**config.mk**
```make
export PLATFORM = sky130hd
export DESIGN_NAME = api_frame_receiver_flat
export DESIGN_NICKNAME = d
export VERILOG_FILES = /design/src/hw/rtl/afr_pkg.sv /design/src/hw/rtl/afr_if.sv /design/src/hw/rtl/afr_parser.sv /design/src/hw/rtl/afr_out_reg.sv /design/src/hw/rtl/api_frame_receiver.sv /design/src/flat_wrapper.sv
export SDC_FILE = /design/constraint.sdc
export NUM_CORES = 1
export LEC_CHECK = 0
export ABC_AREA = 0
export BUFFER_PORTS_ARGS = -buffer_cell sky130_fd_sc_hd__buf_2
export CAP_MARGIN = 20
export CORE_UTILIZATION = 54
export DETAILED_ROUTE_END_ITERATION = 10
export PLACE_DENSITY = 0.85
export SLEW_MARGIN = 15
export SYNTH_ARGS = -nofsm -noshare
export SYNTH_HDL_FRONTEND = slang
export SYNTH_SLANG_ARGS = --single-unit
export TNS_END_PERCENT = 100
```
**constraint.sdc**
```tcl
create_clock -name clk_i -period 3.34 [get_ports clk_i]
set_input_delay 0.501 -clock clk_i [delete_from_list [all_inputs] [get_ports clk_i]]
set_output_delay 0.501 -clock clk_i [all_outputs]
set_load 0.01 [all_outputs]
```
**src/hw/rtl/afr_pkg.sv**
```systemverilog
// Package for the API frame receiver: codes, widths and the result type.
package afr_pkg;

  localparam int unsigned ByteW  = 8;
  localparam int unsigned LenW   = 16;
  localparam int unsigned StatW  = 2;
  localparam int unsigned PhaseW = 3;

  localparam logic [ByteW-1:0] StartByte = 8'h7E;
  localparam logic [ByteW-1:0] SumGood   = 8'hFF;
  localparam logic [LenW-1:0]  LimitRst  = 16'hFFFF;

  typedef enum logic [StatW-1:0] {
    StNone   = 2'd0,
    StGood   = 2'd1,
    StBadSum = 2'd2,
    StBadLen = 2'd3
  } status_e;

  typedef struct packed {
    status_e          status;
    logic             payload_valid;
    logic [ByteW-1:0] payload_byte;
    logic [LenW-1:0]  payload_index;
    logic [ByteW-1:0] frame_kind;
    logic [LenW-1:0]  payload_length;
  } afr_result_t;

endpackage

```
**src/hw/rtl/afr_if.sv**
```systemverilog
// Handshake interfaces for the received byte and the result channels.
interface afr_in_if;
  import afr_pkg::*;
  logic             valid;
  logic             ready;
  logic [ByteW-1:0] rx_byte;
  modport source (output valid, output rx_byte, input ready);
  modport sink   (input valid, input rx_byte, output ready);
endinterface

interface afr_res_if;
  import afr_pkg::*;
  logic             valid;
  logic             ready;
  logic [StatW-1:0] status;
  logic             payload_valid;
  logic [ByteW-1:0] payload_byte;
  logic [LenW-1:0]  payload_index;
  logic [ByteW-1:0] frame_kind;
  logic [LenW-1:0]  payload_length;
  modport source (output valid, output status, output payload_valid, output payload_byte,
                  output payload_index, output frame_kind, output payload_length,
                  input ready);
  modport sink   (input valid, input status, input payload_valid, input payload_byte,
                  input payload_index, input frame_kind, input payload_length,
                  output ready);
endinterface

```
**src/hw/rtl/afr_parser.sv**
```systemverilog
// Frame parser: phase register, length, checksum and type state, per-byte result.
module afr_parser import afr_pkg::*; (
  input  logic             clk_i,
  input  logic             rst_ni,
  input  logic             cfg_we_i,
  input  logic [LenW-1:0]  cfg_wdata_i,
  input  logic             accept_i,
  input  logic [ByteW-1:0] rx_byte_i,
  output afr_result_t      result_o
);

  localparam logic [PhaseW-1:0] PhIdle    = 3'd0;
  localparam logic [PhaseW-1:0] PhLenHi   = 3'd1;
  localparam logic [PhaseW-1:0] PhLenLo   = 3'd2;
  localparam logic [PhaseW-1:0] PhType    = 3'd3;
  localparam logic [PhaseW-1:0] PhPayload = 3'd4;
  localparam logic [PhaseW-1:0] PhCheck   = 3'd5;

  logic [LenW-1:0]   limit_q;
  logic [PhaseW-1:0] phase_q, phase_d;
  logic [LenW-1:0]   pos_q, pos_d;
  logic [LenW-1:0]   len_q, len_d;
  logic [ByteW-1:0]  sum_q, sum_d;
  logic [ByteW-1:0]  kind_q, kind_d;

  logic [LenW-1:0]   new_len;
  logic [LenW-1:0]   pos_inc;
  logic [ByteW-1:0]  sum_add;

  assign new_len = {pos_q[ByteW-1:0], rx_byte_i};
  assign pos_inc = pos_q + LenW'(1);
  assign sum_add = sum_q + rx_byte_i;

  always_comb begin
    phase_d  = phase_q;
    pos_d    = pos_q;
    len_d    = len_q;
    sum_d    = sum_q;
    kind_d   = kind_q;
    result_o = '0;
    result_o.status = StNone;
    if (rx_byte_i == StartByte) begin
      phase_d = PhLenHi;
      sum_d   = '0;
      len_d   = '0;
      pos_d   = '0;
    end else begin
      unique case (phase_q)
        PhIdle: ;
        PhLenHi: begin
          pos_d   = {{(LenW-ByteW){1'b0}}, rx_byte_i};
          phase_d = PhLenLo;
        end
        PhLenLo: begin
          pos_d = '0;
          if (new_len == '0 || new_len > limit_q) begin
            result_o.status = StBadLen;
            len_d   = '0;
            phase_d = PhIdle;
          end else begin
            len_d   = new_len;
            phase_d = PhType;
          end
        end
        PhType: begin
          kind_d  = rx_byte_i;
          sum_d   = rx_byte_i;
          pos_d   = '0;
          phase_d = (len_q <= LenW'(1)) ? PhCheck : PhPayload;
        end
        PhPayload: begin
          result_o.payload_valid = 1'b1;
          result_o.payload_byte  = rx_byte_i;
          result_o.payload_index = pos_q;
          sum_d = sum_add;
          pos_d = pos_inc;
          if (len_q == '0 || pos_inc >= len_q - LenW'(1)) begin
            phase_d = PhCheck;
          end
        end
        PhCheck: begin
          sum_d = sum_add;
          result_o.status = (sum_add == SumGood) ? StGood : StBadSum;
          phase_d = PhIdle;
        end
        default: phase_d = PhIdle;
      endcase
    end
    result_o.frame_kind     = kind_d;
    result_o.payload_length = (len_d == '0) ? '0 : len_d - LenW'(1);
  end

  always_ff @(posedge clk_i or negedge rst_ni) begin
    if (!rst_ni) begin
      limit_q <= LimitRst;
      phase_q <= PhIdle;
      pos_q   <= '0;
      len_q   <= '0;
      sum_q   <= '0;
      kind_q  <= '0;
    end else begin
      if (cfg_we_i) begin
        limit_q <= cfg_wdata_i;
      end
      if (accept_i) begin
        phase_q <= phase_d;
        pos_q   <= pos_d;
        len_q   <= len_d;
        sum_q   <= sum_d;
        kind_q  <= kind_d;
      end
    end
  end

endmodule

```
**src/hw/rtl/afr_out_reg.sv**
```systemverilog
// Result register: holds one finished result until the sink takes it.
module afr_out_reg import afr_pkg::*; (
  input  logic        clk_i,
  input  logic        rst_ni,
  input  logic        load_i,
  input  afr_result_t result_i,
  output logic        space_o,
  afr_res_if.source   res_o
);

  logic        valid_q, valid_d;
  afr_result_t data_q;

  assign space_o = !valid_q || res_o.ready;
  assign valid_d = load_i || (valid_q && !res_o.ready);

  always_ff @(posedge clk_i or negedge rst_ni) begin
    if (!rst_ni) begin
      valid_q <= 1'b0;
    end else begin
      valid_q <= valid_d;
    end
  end

  always_ff @(posedge clk_i) begin
    if (load_i) begin
      data_q <= result_i;
    end
  end

  assign res_o.valid          = valid_q;
  assign res_o.status         = data_q.status;
  assign res_o.payload_valid  = data_q.payload_valid;
  assign res_o.payload_byte   = data_q.payload_byte;
  assign res_o.payload_index  = data_q.payload_index;
  assign res_o.frame_kind     = data_q.frame_kind;
  assign res_o.payload_length = data_q.payload_length;

endmodule

```
**src/hw/rtl/api_frame_receiver.sv**
```systemverilog
// Top level of the API frame receiver.
// Takes one received byte per transaction and returns one result per byte: status of the
// frame (good, bad checksum, bad length), payload bytes with their index, the frame type
// and the payload length; results are registered. A new byte is accepted every cycle
// unless stalled: input ready drops only while the result register holds a result the
// sink has not taken. The byte 0x7E always restarts parsing. length_limit may be written
// through cfg_we_i/cfg_wdata_i while the block is idle; it resets to 65535.
module api_frame_receiver import afr_pkg::*; (
  input  logic            clk_i,
  input  logic            rst_ni,
  input  logic            cfg_we_i,
  input  logic [LenW-1:0] cfg_wdata_i,
  afr_in_if.sink          rx_i,
  afr_res_if.source       res_o
);

  logic        accept;
  logic        space;
  afr_result_t result;

  assign rx_i.ready = space;
  assign accept     = rx_i.valid && space;

  afr_parser u_parser (
    .clk_i       (clk_i),
    .rst_ni      (rst_ni),
    .cfg_we_i    (cfg_we_i),
    .cfg_wdata_i (cfg_wdata_i),
    .accept_i    (accept),
    .rx_byte_i   (rx_i.rx_byte),
    .result_o    (result)
  );

  afr_out_reg u_out_reg (
    .clk_i    (clk_i),
    .rst_ni   (rst_ni),
    .load_i   (accept),
    .result_i (result),
    .space_o  (space),
    .res_o    (res_o)
  );

endmodule
```
**src/flat_wrapper.sv**
```systemverilog
// flat-port wrapper written by rule: the top's interface ports become plain ports
module api_frame_receiver_flat import afr_pkg::*;
  (clk_i, rst_ni, cfg_we_i, cfg_wdata_i, rx_i_valid, rx_i_rx_byte, rx_i_ready, res_o_valid, res_o_status, res_o_payload_valid, res_o_payload_byte, res_o_payload_index, res_o_frame_kind, res_o_payload_length, res_o_ready);
  afr_in_if rx_i_i ();
  afr_res_if res_o_i ();
  input  logic clk_i;
  input  logic rst_ni;
  input  logic cfg_we_i;
  input  logic [LenW-1:0] cfg_wdata_i;
  input wire logic [$bits(rx_i_i.valid)-1:0] rx_i_valid;
  input wire logic [$bits(rx_i_i.rx_byte)-1:0] rx_i_rx_byte;
  output wire logic [$bits(rx_i_i.ready)-1:0] rx_i_ready;
  output wire logic [$bits(res_o_i.valid)-1:0] res_o_valid;
  output wire logic [$bits(res_o_i.status)-1:0] res_o_status;
  output wire logic [$bits(res_o_i.payload_valid)-1:0] res_o_payload_valid;
  output wire logic [$bits(res_o_i.payload_byte)-1:0] res_o_payload_byte;
  output wire logic [$bits(res_o_i.payload_index)-1:0] res_o_payload_index;
  output wire logic [$bits(res_o_i.frame_kind)-1:0] res_o_frame_kind;
  output wire logic [$bits(res_o_i.payload_length)-1:0] res_o_payload_length;
  input wire logic [$bits(res_o_i.ready)-1:0] res_o_ready;
  assign rx_i_i.valid = rx_i_valid;
  assign rx_i_i.rx_byte = rx_i_rx_byte;
  assign rx_i_ready = rx_i_i.ready;
  assign res_o_valid = res_o_i.valid;
  assign res_o_status = res_o_i.status;
  assign res_o_payload_valid = res_o_i.payload_valid;
  assign res_o_payload_byte = res_o_i.payload_byte;
  assign res_o_payload_index = res_o_i.payload_index;
  assign res_o_frame_kind = res_o_i.frame_kind;
  assign res_o_payload_length = res_o_i.payload_length;
  assign res_o_i.ready = res_o_ready;
  api_frame_receiver u_core (.clk_i(clk_i), .rst_ni(rst_ni), .cfg_we_i(cfg_we_i), .cfg_wdata_i(cfg_wdata_i), .rx_i(rx_i_i), .res_o(res_o_i));
endmodule
```
== Yosys cells after proc, flatten, opt, wreduce, memory -nomap -nowiden ==
Cells that the tools add are included.
Operators by class
  reduce and logical (&&, ||, !) cells: 20
  equality and inequality tests: 9
  muxes and demuxes: 18
  $add $sub $neg: 4
  bitwise gates (word level): 1
  order comparisons: 3
Operators with widths (number)
  16-bit two-way mux: 4
  16-bit logical NOT: 3
  16-bit case mux with 3 select lines: 1
  16-bit by 1-bit subtractor with 16-bit output (second input constant): 2
  25-bit two-way mux: 1
  8-bit two-way mux: 3
  16-bit by 1-bit adder with 16-bit output (second input constant): 1
  16-bit greater-or-equal comparator: 1
  16-bit > comparator: 1
  16-bit by 1-bit less-or-equal comparator with 1-bit output (second input constant): 1
  8-bit case mux with 2 select lines: 1
  3-bit case mux with 5 select lines: 1
  8-bit adder: 1
  8-bit by 7-bit == test with 1-bit output (second input constant): 1
  8-bit == test (second input constant): 1
  3-bit by 2-bit == test with 1-bit output (second input constant): 2
  3-bit == test (second input constant): 2
  2-bit two-way mux: 3
  3-bit two-way mux: 2
  2-bit OR reduction: 3
  1-bit logical OR: 4
  2-bit case mux with 2 select lines: 1
  2-bit AND reduction: 2
  4-bit nonzero test: 1
  other kinds (10): 12
Word-level totals
  output and inout bits: 53
  word-level logic and storage cells: 68
  input bits: 29
  flip-flop bits (word level): 119

== Longest topological paths before layout ==
Gate-level depths: netlist of run 1.
  word-level depth: 6
  depth in mapped cells: 16
  mapped depth without buffers: 15

== By module ==
A second synthesis of run 1 with hierarchy kept.
Unflattened totals
  cell total of the unflattened synthesis: 719
  area total of the unflattened synthesis: 7223.2 µm²
By module, submodules not included
  afr_parser: seq. area each 1696.6 µm², cells an instance 664, times used 1, area each 5637.9 µm²
  afr_out_reg: seq. area each 1556.5 µm², cells an instance 54, times used 1, area each 1579.0 µm²
  api_frame_receiver: seq. area each 0.0 µm², cells an instance 1, times used 1, area each 6.3 µm²

== Worst setup path before layout of run 1 ==
No wires, ideal clock.
  path kind: reg-to-reg
  start point: reg u_core.u_parser.limit_q[13]
  end point: reg u_core.u_out_reg.data_q, in the netlist u_core.u_out_reg.res_o.payload_length[9] (data pin)
  path buffers: 1
  setup slack: -0.269 ns
  period minus slack after synthesis: 3.609 ns
  stages on the path, launching flop included: 16
  setup time: 0.131 ns
  arrival time: 3.477 ns
  required time: 3.209 ns
  cells stage by stage: dfstp_2 > inv_1 > ha_1 > a21o_1 > a21o_1 > a2111oi_2 > a31oi_2 > buf_4 > nor3_1 > a22o_1 > nand2_1 > ha_1 > o311ai_1 > a211oi_4 > or4_1 > nand2_1
Between the ends
  longest elaborated chain between the ends: 6
  elaborated cells on any way between the ends: 7
  classes of those cells: 1 x add/sub; 1 x order compare; 3 x mux; 2 x reduce/logical
Ends and longest elaborated chain
  start: declaration: line afr_parser.sv:19  | logic [LenW-1:0] limit_q;
  start signal: assignment: line afr_parser.sv:95  | limit_q <= LimitRst;
  start signal: assignment: line afr_parser.sv:103  | limit_q <= cfg_wdata_i;
  16-bit > comparator (*): line afr_parser.sv:56  | if (new_len == '0 || new_len > limit_q) begin
  1-bit logical OR (*): line afr_parser.sv:56
  16-bit two-way mux (*): line afr_parser.sv:56
  16-bit two-way mux (*): line afr_parser.sv:48  | unique case (phase_q)
  16-bit two-way mux (*): line afr_parser.sv:42  | if (rx_byte_i == StartByte) begin
  16-bit by 1-bit subtractor with 16-bit output / 16-bit logical NOT (equally long branches): line afr_parser.sv:90  | result_o.payload_length = (len_d == '0) ? '0 : len_d - LenW'(1);
  end signal: assignment: line afr_out_reg.sv:27  | data_q <= result_i;
  end: declaration: line afr_out_reg.sv:12  | afr_result_t data_q;
Mark *: on every way between the ends. The rest lies on a longest branch, timed or not.
A chain may end at the register's enable or synchronous reset.

== Worst setup path in the final report of run 1 ==
  start point: reg u_core.u_parser.limit_q[5]
  end point: reg u_core.u_out_reg.data_q, in the netlist u_core.u_out_reg.res_o.payload_length[10] (data pin)
Same word-level chain as after synthesis.

==> flow_summary.yaml, run 1 <==
run_status:
  violations: "negative setup slack"
  status: "finished, violations left"
worst_setup_path:
  timing.rr.end: "u_core.u_out_reg.res_o.payload_length[10]$_SDFFCE_PN0P_"
  critPathArrivalTime_ns: 3.78
  r2r-start: "u_core.u_parser.limit_q[5]$_DFFE_PN1P_"
  cp-start-kind: "flop"
  r2r_cells: 14
  worstPathRequired_ns: 3.49
  worst-r2r-setup-slack_ns: -0.29
  cp_max_fo: 5
  worst-setup-path-type: "reg -> reg"
  cp-end-kind: "flop"
sta:
  fin_ws_ns: -0.286
  period_share_pct: 109
  drv_slew: 0
  max_clock_freq_mhz: 276
  slew_headroom_pct: 43.3
  clock_skew_ns: 0.00612
  final-setup-viol-count: 16
  period_minus_slack_ns: 3.63
  rsz0062_at_grt: "true"
  tightest_slew_ns: 0.851
  setup_tns_ns: -2.72
  timing_hold_violations_final: 0
synth:
  yosys_warnings: 0
  synth_top_family_by_area: "simple AND/OR/NAND/NOR gates"
  synth_ff_type: "dfrtp_1"
  synth_edf_count: 51
  ys_seq_area_share_pct: 45.4
  async_reset_ff_share_pct: 57.1
  yosysTopAreaCell: "edfxtp_1"
  post-synth-top-area-fraction_pct: 21.4
  synth_compound_area_share_pct: 15.8
  ys_seq_elements: 119
  synth_mux_area_share_pct: 2.15
  yosys.area_share.adder_pct: 8.31
  netlist_instances: 743
  syn_area_um2: 7160
  yosys.area_share.simple_pct: 19.6
  netlist-cell-type-count: 75
  synth_area_leaders: "edfxtp_1 21%, dfrtp_1 18%, ha_1 8.0%"
  synth_nets: 819
  synth.avg_cell_area_um2: 9.64
  synthXorXnorAreaFrac_pct: 5.14
clocking:
  clk_latency_ns: 0.43
  clockRootBuffer: "clkbuf_16"
  clkTransAtPathRegs_ns: 0.05
  cts_buffer_depth: 2
  htree_levels: 4
  clock_sinks: 119
  tritoncts: "yes"
  cts-buffers-inserted: 17
pwr:
  ir_drop_mv: 0.466
  leakage_uw: 0.00426
  p_per_area_nw_per_um2: 973
  total_power_uw: 9160
drt:
  final_antenna_net_count: 0
  drc: 0
  wl_per_cell_um: 19.4
  vias: 6609
  via_per_inst: 6.04
  wirelength_mm: 21.2
  first_pass_iters: 6
  drt_iter0_markers: 805
placement:
  dp.final_hpwl_mm: 13.7
  gp_congestion: 0.948
  port_buffers: 81
  dp_slack_ns: -0.253
min_path:
  hold_path_class: "in -> async"
global_routing:
  grt_overflow: 0
  grt_pass1_wl_mm: 32.5
  track_usage_pct: 32.1
  grt_max_degree: 37
  first_global_vias: 6416
  antenna_found_initial: 0
floorplan:
  num_rows: 41
  io_pins: 82
  start_util_pct: 56.1
  die_h_um: 117
  fp.dieW_um: 117
  core_area_um2: 12800
  die_area_um2: 13700
final_layout:
  fin_nets: 985
  final_cell_mix: "130 x nand2_1, 100 x buf_4, 81 x buf_2"
  layout_commonest_cell: "nand2_1"
  n_fill_cell: 783
  antennaDiodeCount: 0
  drive_gt1_share_pct: 33.9
  syn_to_final_growth_pct: 31.3
flow_run:
  maxCapViolCount: 0
==> registers in the layout, indices dropped and copies added (netlist names), 3 cells and up <==
name	cells
u_core.u_out_reg.res_o.payload_index	16
u_core.u_parser.limit_q	16
u_core.u_parser.pos_q	16
u_core.u_out_reg.res_o.payload_byte	8
u_core.u_parser.phase_q	3
u_core.u_parser.len_q	16
u_core.u_parser.sum_q	8
u_core.u_out_reg.res_o.payload_length	16
u_core.u_out_reg.res_o.frame_kind	8
u_core.u_parser.kind_q	8
==> metrics by stage <==
| step | hold WS (ns) | utilization (%) | instances | instance area (um^2) |
|---|---|---|---|---|
| 4_1_cts | 0.207 | 71.8 | 1090 | 9170 |
| 3_5_place_dp | 0.460 | 65.3 | 1047 | 8350 |
| 3_3_place_gp | 0.451 | 65.3 | 1047 | 8350 |
| 6_report | 0.193 | 73.6 | 1094 | 9410 |
| 2_1_floorplan | 0.205 | - | 743 | 7200 |
| 5_1_grt | 0.260 | 73.6 | 1094 | 9410 |
==> worst max path at each step <==
stage	from	to	slack, ns	cells past startpoint
detailed placement	rx_i_rx_byte[7]	u_core.u_out_reg.res_o.payload_length[13]$_SDFFCE_PN0P_	-0.25	11
global placement	rx_i_rx_byte[7]	u_core.u_out_reg.res_o.payload_length[9]$_SDFFCE_PN0P_	-0.18	12
floorplan	u_core.u_parser.limit_q[13]$_DFFE_PN1P_	u_core.u_out_reg.res_o.payload_length[9]$_SDFFCE_PN0P_	-0.07	15
finish	u_core.u_parser.limit_q[5]$_DFFE_PN1P_	u_core.u_out_reg.res_o.payload_length[10]$_SDFFCE_PN0P_	-0.29	14
global route	u_core.u_parser.limit_q[6]$_DFFE_PN1P_	u_core.u_out_reg.res_o.payload_length[14]$_SDFFCE_PN0P_	-0.37	14
CTS	u_core.u_parser.limit_q[15]$_DFFE_PN1P_	u_core.u_out_reg.res_o.payload_length[13]$_SDFFCE_PN0P_	-0.05	15
==> Yosys cell counts, drive strengths merged (3+ instances only) <==
library cell	n
nand2	133
nor2	55
o21ai	54
dfrtp	52
edfxtp	51
ha	46
clkbuf	30
inv	25
xnor2	25
and2	23
a22o	22
a21oi	21
nor3	18
xor2	17
dfstp	16
mux2	11
nand3	10
a21o	9
buf	9
o31ai	9
and3	8
nand4	6
nor4	6
o22ai	6
or2	6
or4	6
a22oi	5
nand2b	5
nor2b	5
o211ai	5
or3	4
a221oi	3
a31oi	3
mux2i	3
nor3b	3
==> layer usage <==
layer / global-route usage (%) / part of all wire (%)
met1: 40.0 / 38
met2: 50.5 / 47
met3: 7.78 / 8.9
met4: 19.8 / 6.1
met5: 0 / 0
==> repair_timing <==
| item | CTS | global route |
|---|---|---|
| gates resized for setup | 28 | 47 |
| pin swaps | 17 | 20 |
| setup buffers | 11 | 4 |
| hold buffers | 0 | 0 |
| setup endpoints to repair | 19 | 23 |
| cloned | 0 | 0 |
==> area by class of cell <==
class | count | area [um^2] | area share, %
tap | 172 | 215 | 2.29
clock buffer | 23 | 468 | 4.97
timing repair buffer | 186 | 1240 | 13.2
clock inverter | 9 | 124 | 1.32
inverter | 26 | 97.6 | 1.04
multi-input combinational | 559 | 4010 | 42.6
sequential | 119 | 3250 | 34.6
==> worst max-delay path, cell delays in order, from the launching register on <==
cell	delay [ns]
dfstp_2	0.53
inv_2	0.05
ha_4	0.26
nand4_1	0.19
nor4_4	0.40
a21bo_4	0.28
a31oi_4	0.26
nor3_4	0.07
a22o_1	0.22
nand2_1	0.16
ha_2	0.26
o221ai_4	0.18
or2_4	0.30
o21ai_1	0.12
o31ai_1	0.09
==> cell families after synthesis <==
kind of cell               Yosys count
and+or+nand+nor                    295
DFF                                119
adders and majority gates           47
AOI/OAI and AO/OA                  161
xor gates and xnor gates            42
muxes                               14
buffers and inverters               65
==> where the power goes <==
group          switching, uW  internal (uW)
registers                271           2020
logic                   2740           2280
clock network            639           1200
total                   3650           5510
(Power assumes the default switching activity.)
==> run 2, diff against run 1 <==
- CORE_MARGIN: unset -> 5
- RECOVER_POWER: unset -> 25
==> run 2 against run 1 <==
Against the previous run: the flow finishes with violations (max-capacitance violations, max-slew violations, negative setup slack); die area is 14% higher; worst hold slack better by 0.081 ns; critical path type unchanged; register-to-register slack worse by 0.11 ns; via count is 0.32% higher.
==> flow_summary.yaml, run 2 (synthesis results as in run 1) <==
run_status:
  status: "finished, violations left"
  violations: "max-capacitance violations, max-slew violations, negative setup slack"
global_routing:
  first_global_vias: 6439
  track_usage_pct: 25.9
  grt_pass1_wl_mm: 32.4
  antenna_found_initial: 1
  grt_max_degree: 42
  grt_overflow: 0
worst_setup_path:
  cp_max_fo: 5
  cp-end-kind: "flop"
  cpPeakStageDelay_ns: 0.53
  cp_slowest_cell: "dfstp_2"
  worstPathRequired_ns: 3.51
  worst-r2r-setup-slack_ns: -0.39
  critPathArrivalTime_ns: 3.90
  timing.rr.end: "u_core.u_out_reg.res_o.payload_length[13]$_SDFFCE_PN0P_"
  cp-start-kind: "flop"
  worst-setup-path-type: "reg -> reg"
  crit_start: "u_core.u_parser.limit_q[15]$_DFFE_PN1P_"
  r2r_cells: 14
  crit_path_end: "u_core.u_out_reg.res_o.payload_length[13]$_SDFFCE_PN0P_"
  path_cells: "inv_2 > ha_4 > nand4_1 > nor4_2 > a21bo_2 > a31oi_4 > nor3_4 > a22o_1 > nand2_2 > ha_4 > o311ai_4 > a211oi_4 > nor2_1 > mux2_4"
  cp_common_cell: "ha_4"
  r2r-start: "u_core.u_parser.limit_q[15]$_DFFE_PN1P_"
drt:
  first_pass_iters: 5
  drt_iter0_markers: 688
  via_per_inst: 5.99
  vias: 6630
  wirelength_mm: 20.9
  wl_per_cell_um: 18.9
  final_antenna_net_count: 0
  drc: 0
floorplan:
  io_pins: 82
  start_util_pct: 54.5
  die_h_um: 125
  die_area_um2: 15700
  core_area_um2: 13100
  fp.dieW_um: 125
  num_rows: 42
sta:
  clock_skew_ns: 0.00995
  timing_hold_violations_final: 0
  rsz0062_at_grt: "true"
  fin_ws_ns: -0.392
  timing.hold.ws_ns: 0.274
  period_minus_slack_ns: 3.73
  tightest_slew_ns: 2.21
  period_share_pct: 112
  max_clock_freq_mhz: 268
  drv_slew: 41
  slew_headroom_pct: -47.6
  final-setup-viol-count: 19
clocking:
  clkTransAtPathRegs_ns: 0.05
  tritoncts: "yes"
  hold_buffers: 0
  htree_levels: 4
  cts-buffers-inserted: 17
  clk_latency_ns: 0.43
  clockRootBuffer: "clkbuf_16"
  clock_sinks: 119
  cts_buffer_depth: 2
placement:
  port_buffers: 81
  dp.cells: 1061
  gp_congestion: 0.943
  dp.final_hpwl_mm: 14.3
final_layout:
  layout_commonest_cell: "nand2_1"
  syn_to_final_growth_pct: 30.3
  drive_gt1_share_pct: 32.8
  final_cell_mix: "130 x nand2_1, 110 x buf_4, 79 x buf_2"
  finalNonFillerCells: 1107
  fin_nets: 993
pwr:
  ir_drop_mv: 0.564
  leakage_uw: 0.00424
  p_sw_share_pct: 39.8
  p_comb_share_pct: 55.1
  p_seq_share_pct: 25.5
  power_switching_uw: 3580
  total_power_uw: 8980
  power_frac_clock_pct: 19.4
  p_per_area_nw_per_um2: 962
  p_int_uw: 5400
min_path:
  hold_path_class: "in -> reg"
  hold_start: "rx_i_valid"
flow_run:
  maxCapViolCount: 1
-- run 2: cell type report --
class | instances | area (um^2)
Antenna cell | 1 | 2.50
Clock buffer | 22 | 454
Clock inverter | 10 | 104
Fill cell | 925 | 3800
Inverter | 26 | 97.6
Multi-Input combinational cell | 559 | 3950
Sequential cell | 119 | 3250
Tap cell | 176 | 220
Timing Repair Buffer | 194 | 1260
-- run 2: critical path, delay by kind of cell (launching register included) --
kind / cells / cell delay (ns)
buffers and inverters: 1 / 0.05
adder cells (fa/ha/maj): 2 / 0.42
flip-flops: 1 / 0.53
AO/OA/AOI/OAI: 5 / 1.26
multiplexers: 1 / 0.26
AND/OR/NAND/NOR: 5 / 0.96
-- run 2: through the flow --
stage | setup TNS, ns | area, um^2 | utilization [%] | setup slack (ns)
finish | -5.06 | 9340 | 71.1 | -0.392
global route | -6.57 | 9330 | 71.0 | -0.456
CTS | -0.0124 | 9070 | 69.0 | -0.0124
detailed placement | -2.72 | 8410 | 64.0 | -0.231
global placement | -1.95 | 8410 | 64.0 | -0.205
floorplan | -0.0656 | 7200 | - | -0.0656
-- run 2: worst min path at each step --
| stage | endpoint | depth (start not counted) | slack (ns) |
|---|---|---|---|
| 2_1_floorplan | u_core.u_out_reg.res_o.valid$_DFF_PN0_ | 0 | 0.21 |
| 3_3_place_gp | u_core.u_parser.kind_q[3]$_DFFE_PN0P_ | 2 | 0.45 |
| 3_5_place_dp | u_core.u_parser.kind_q[5]$_DFFE_PN0P_ | 2 | 0.46 |
| 4_1_cts | u_core.u_parser.sum_q[2]$_DFFE_PN0P_ | 1 | 0.23 |
| 5_1_grt | u_core.u_out_reg.res_o.valid$_DFF_PN0_ | 2 | 0.29 |
| 6_report | u_core.u_out_reg.res_o.valid$_DFF_PN0_ | 2 | 0.27 |
-- run 2: per-layer routing --
metal / GRT usage [%] / up-vias / wire length (um)
li1: - / 3003 / -
met1: 33.4 / 3177 / 8280
met2: 42.9 / 367 / 10300
met3: 5.54 / 83 / 1570
met4: 9.89 / 0 / 836
met5: 0 / - / 0
-- run 2: power groups by stage --
| stage | clock network [uW] | registers (uW) | logic (uW) |
|---|---|---|---|
| floorplan | 0 | 2320 | 2670 |
| global placement | 0 | 2260 | 4230 |
| detailed placement | 0 | 2270 | 4340 |
| CTS | 1760 | 2260 | 4500 |
| global route | 1840 | 2330 | 5340 |
| finish | 1740 | 2290 | 4940 |
-- run 2: what timing repair did --
item,4_1_cts,5_1_grt
setup endpoints to repair,18,19
pin swaps,9,22
cloned,0,0
resized for setup,16,44
buffers inserted,4,11
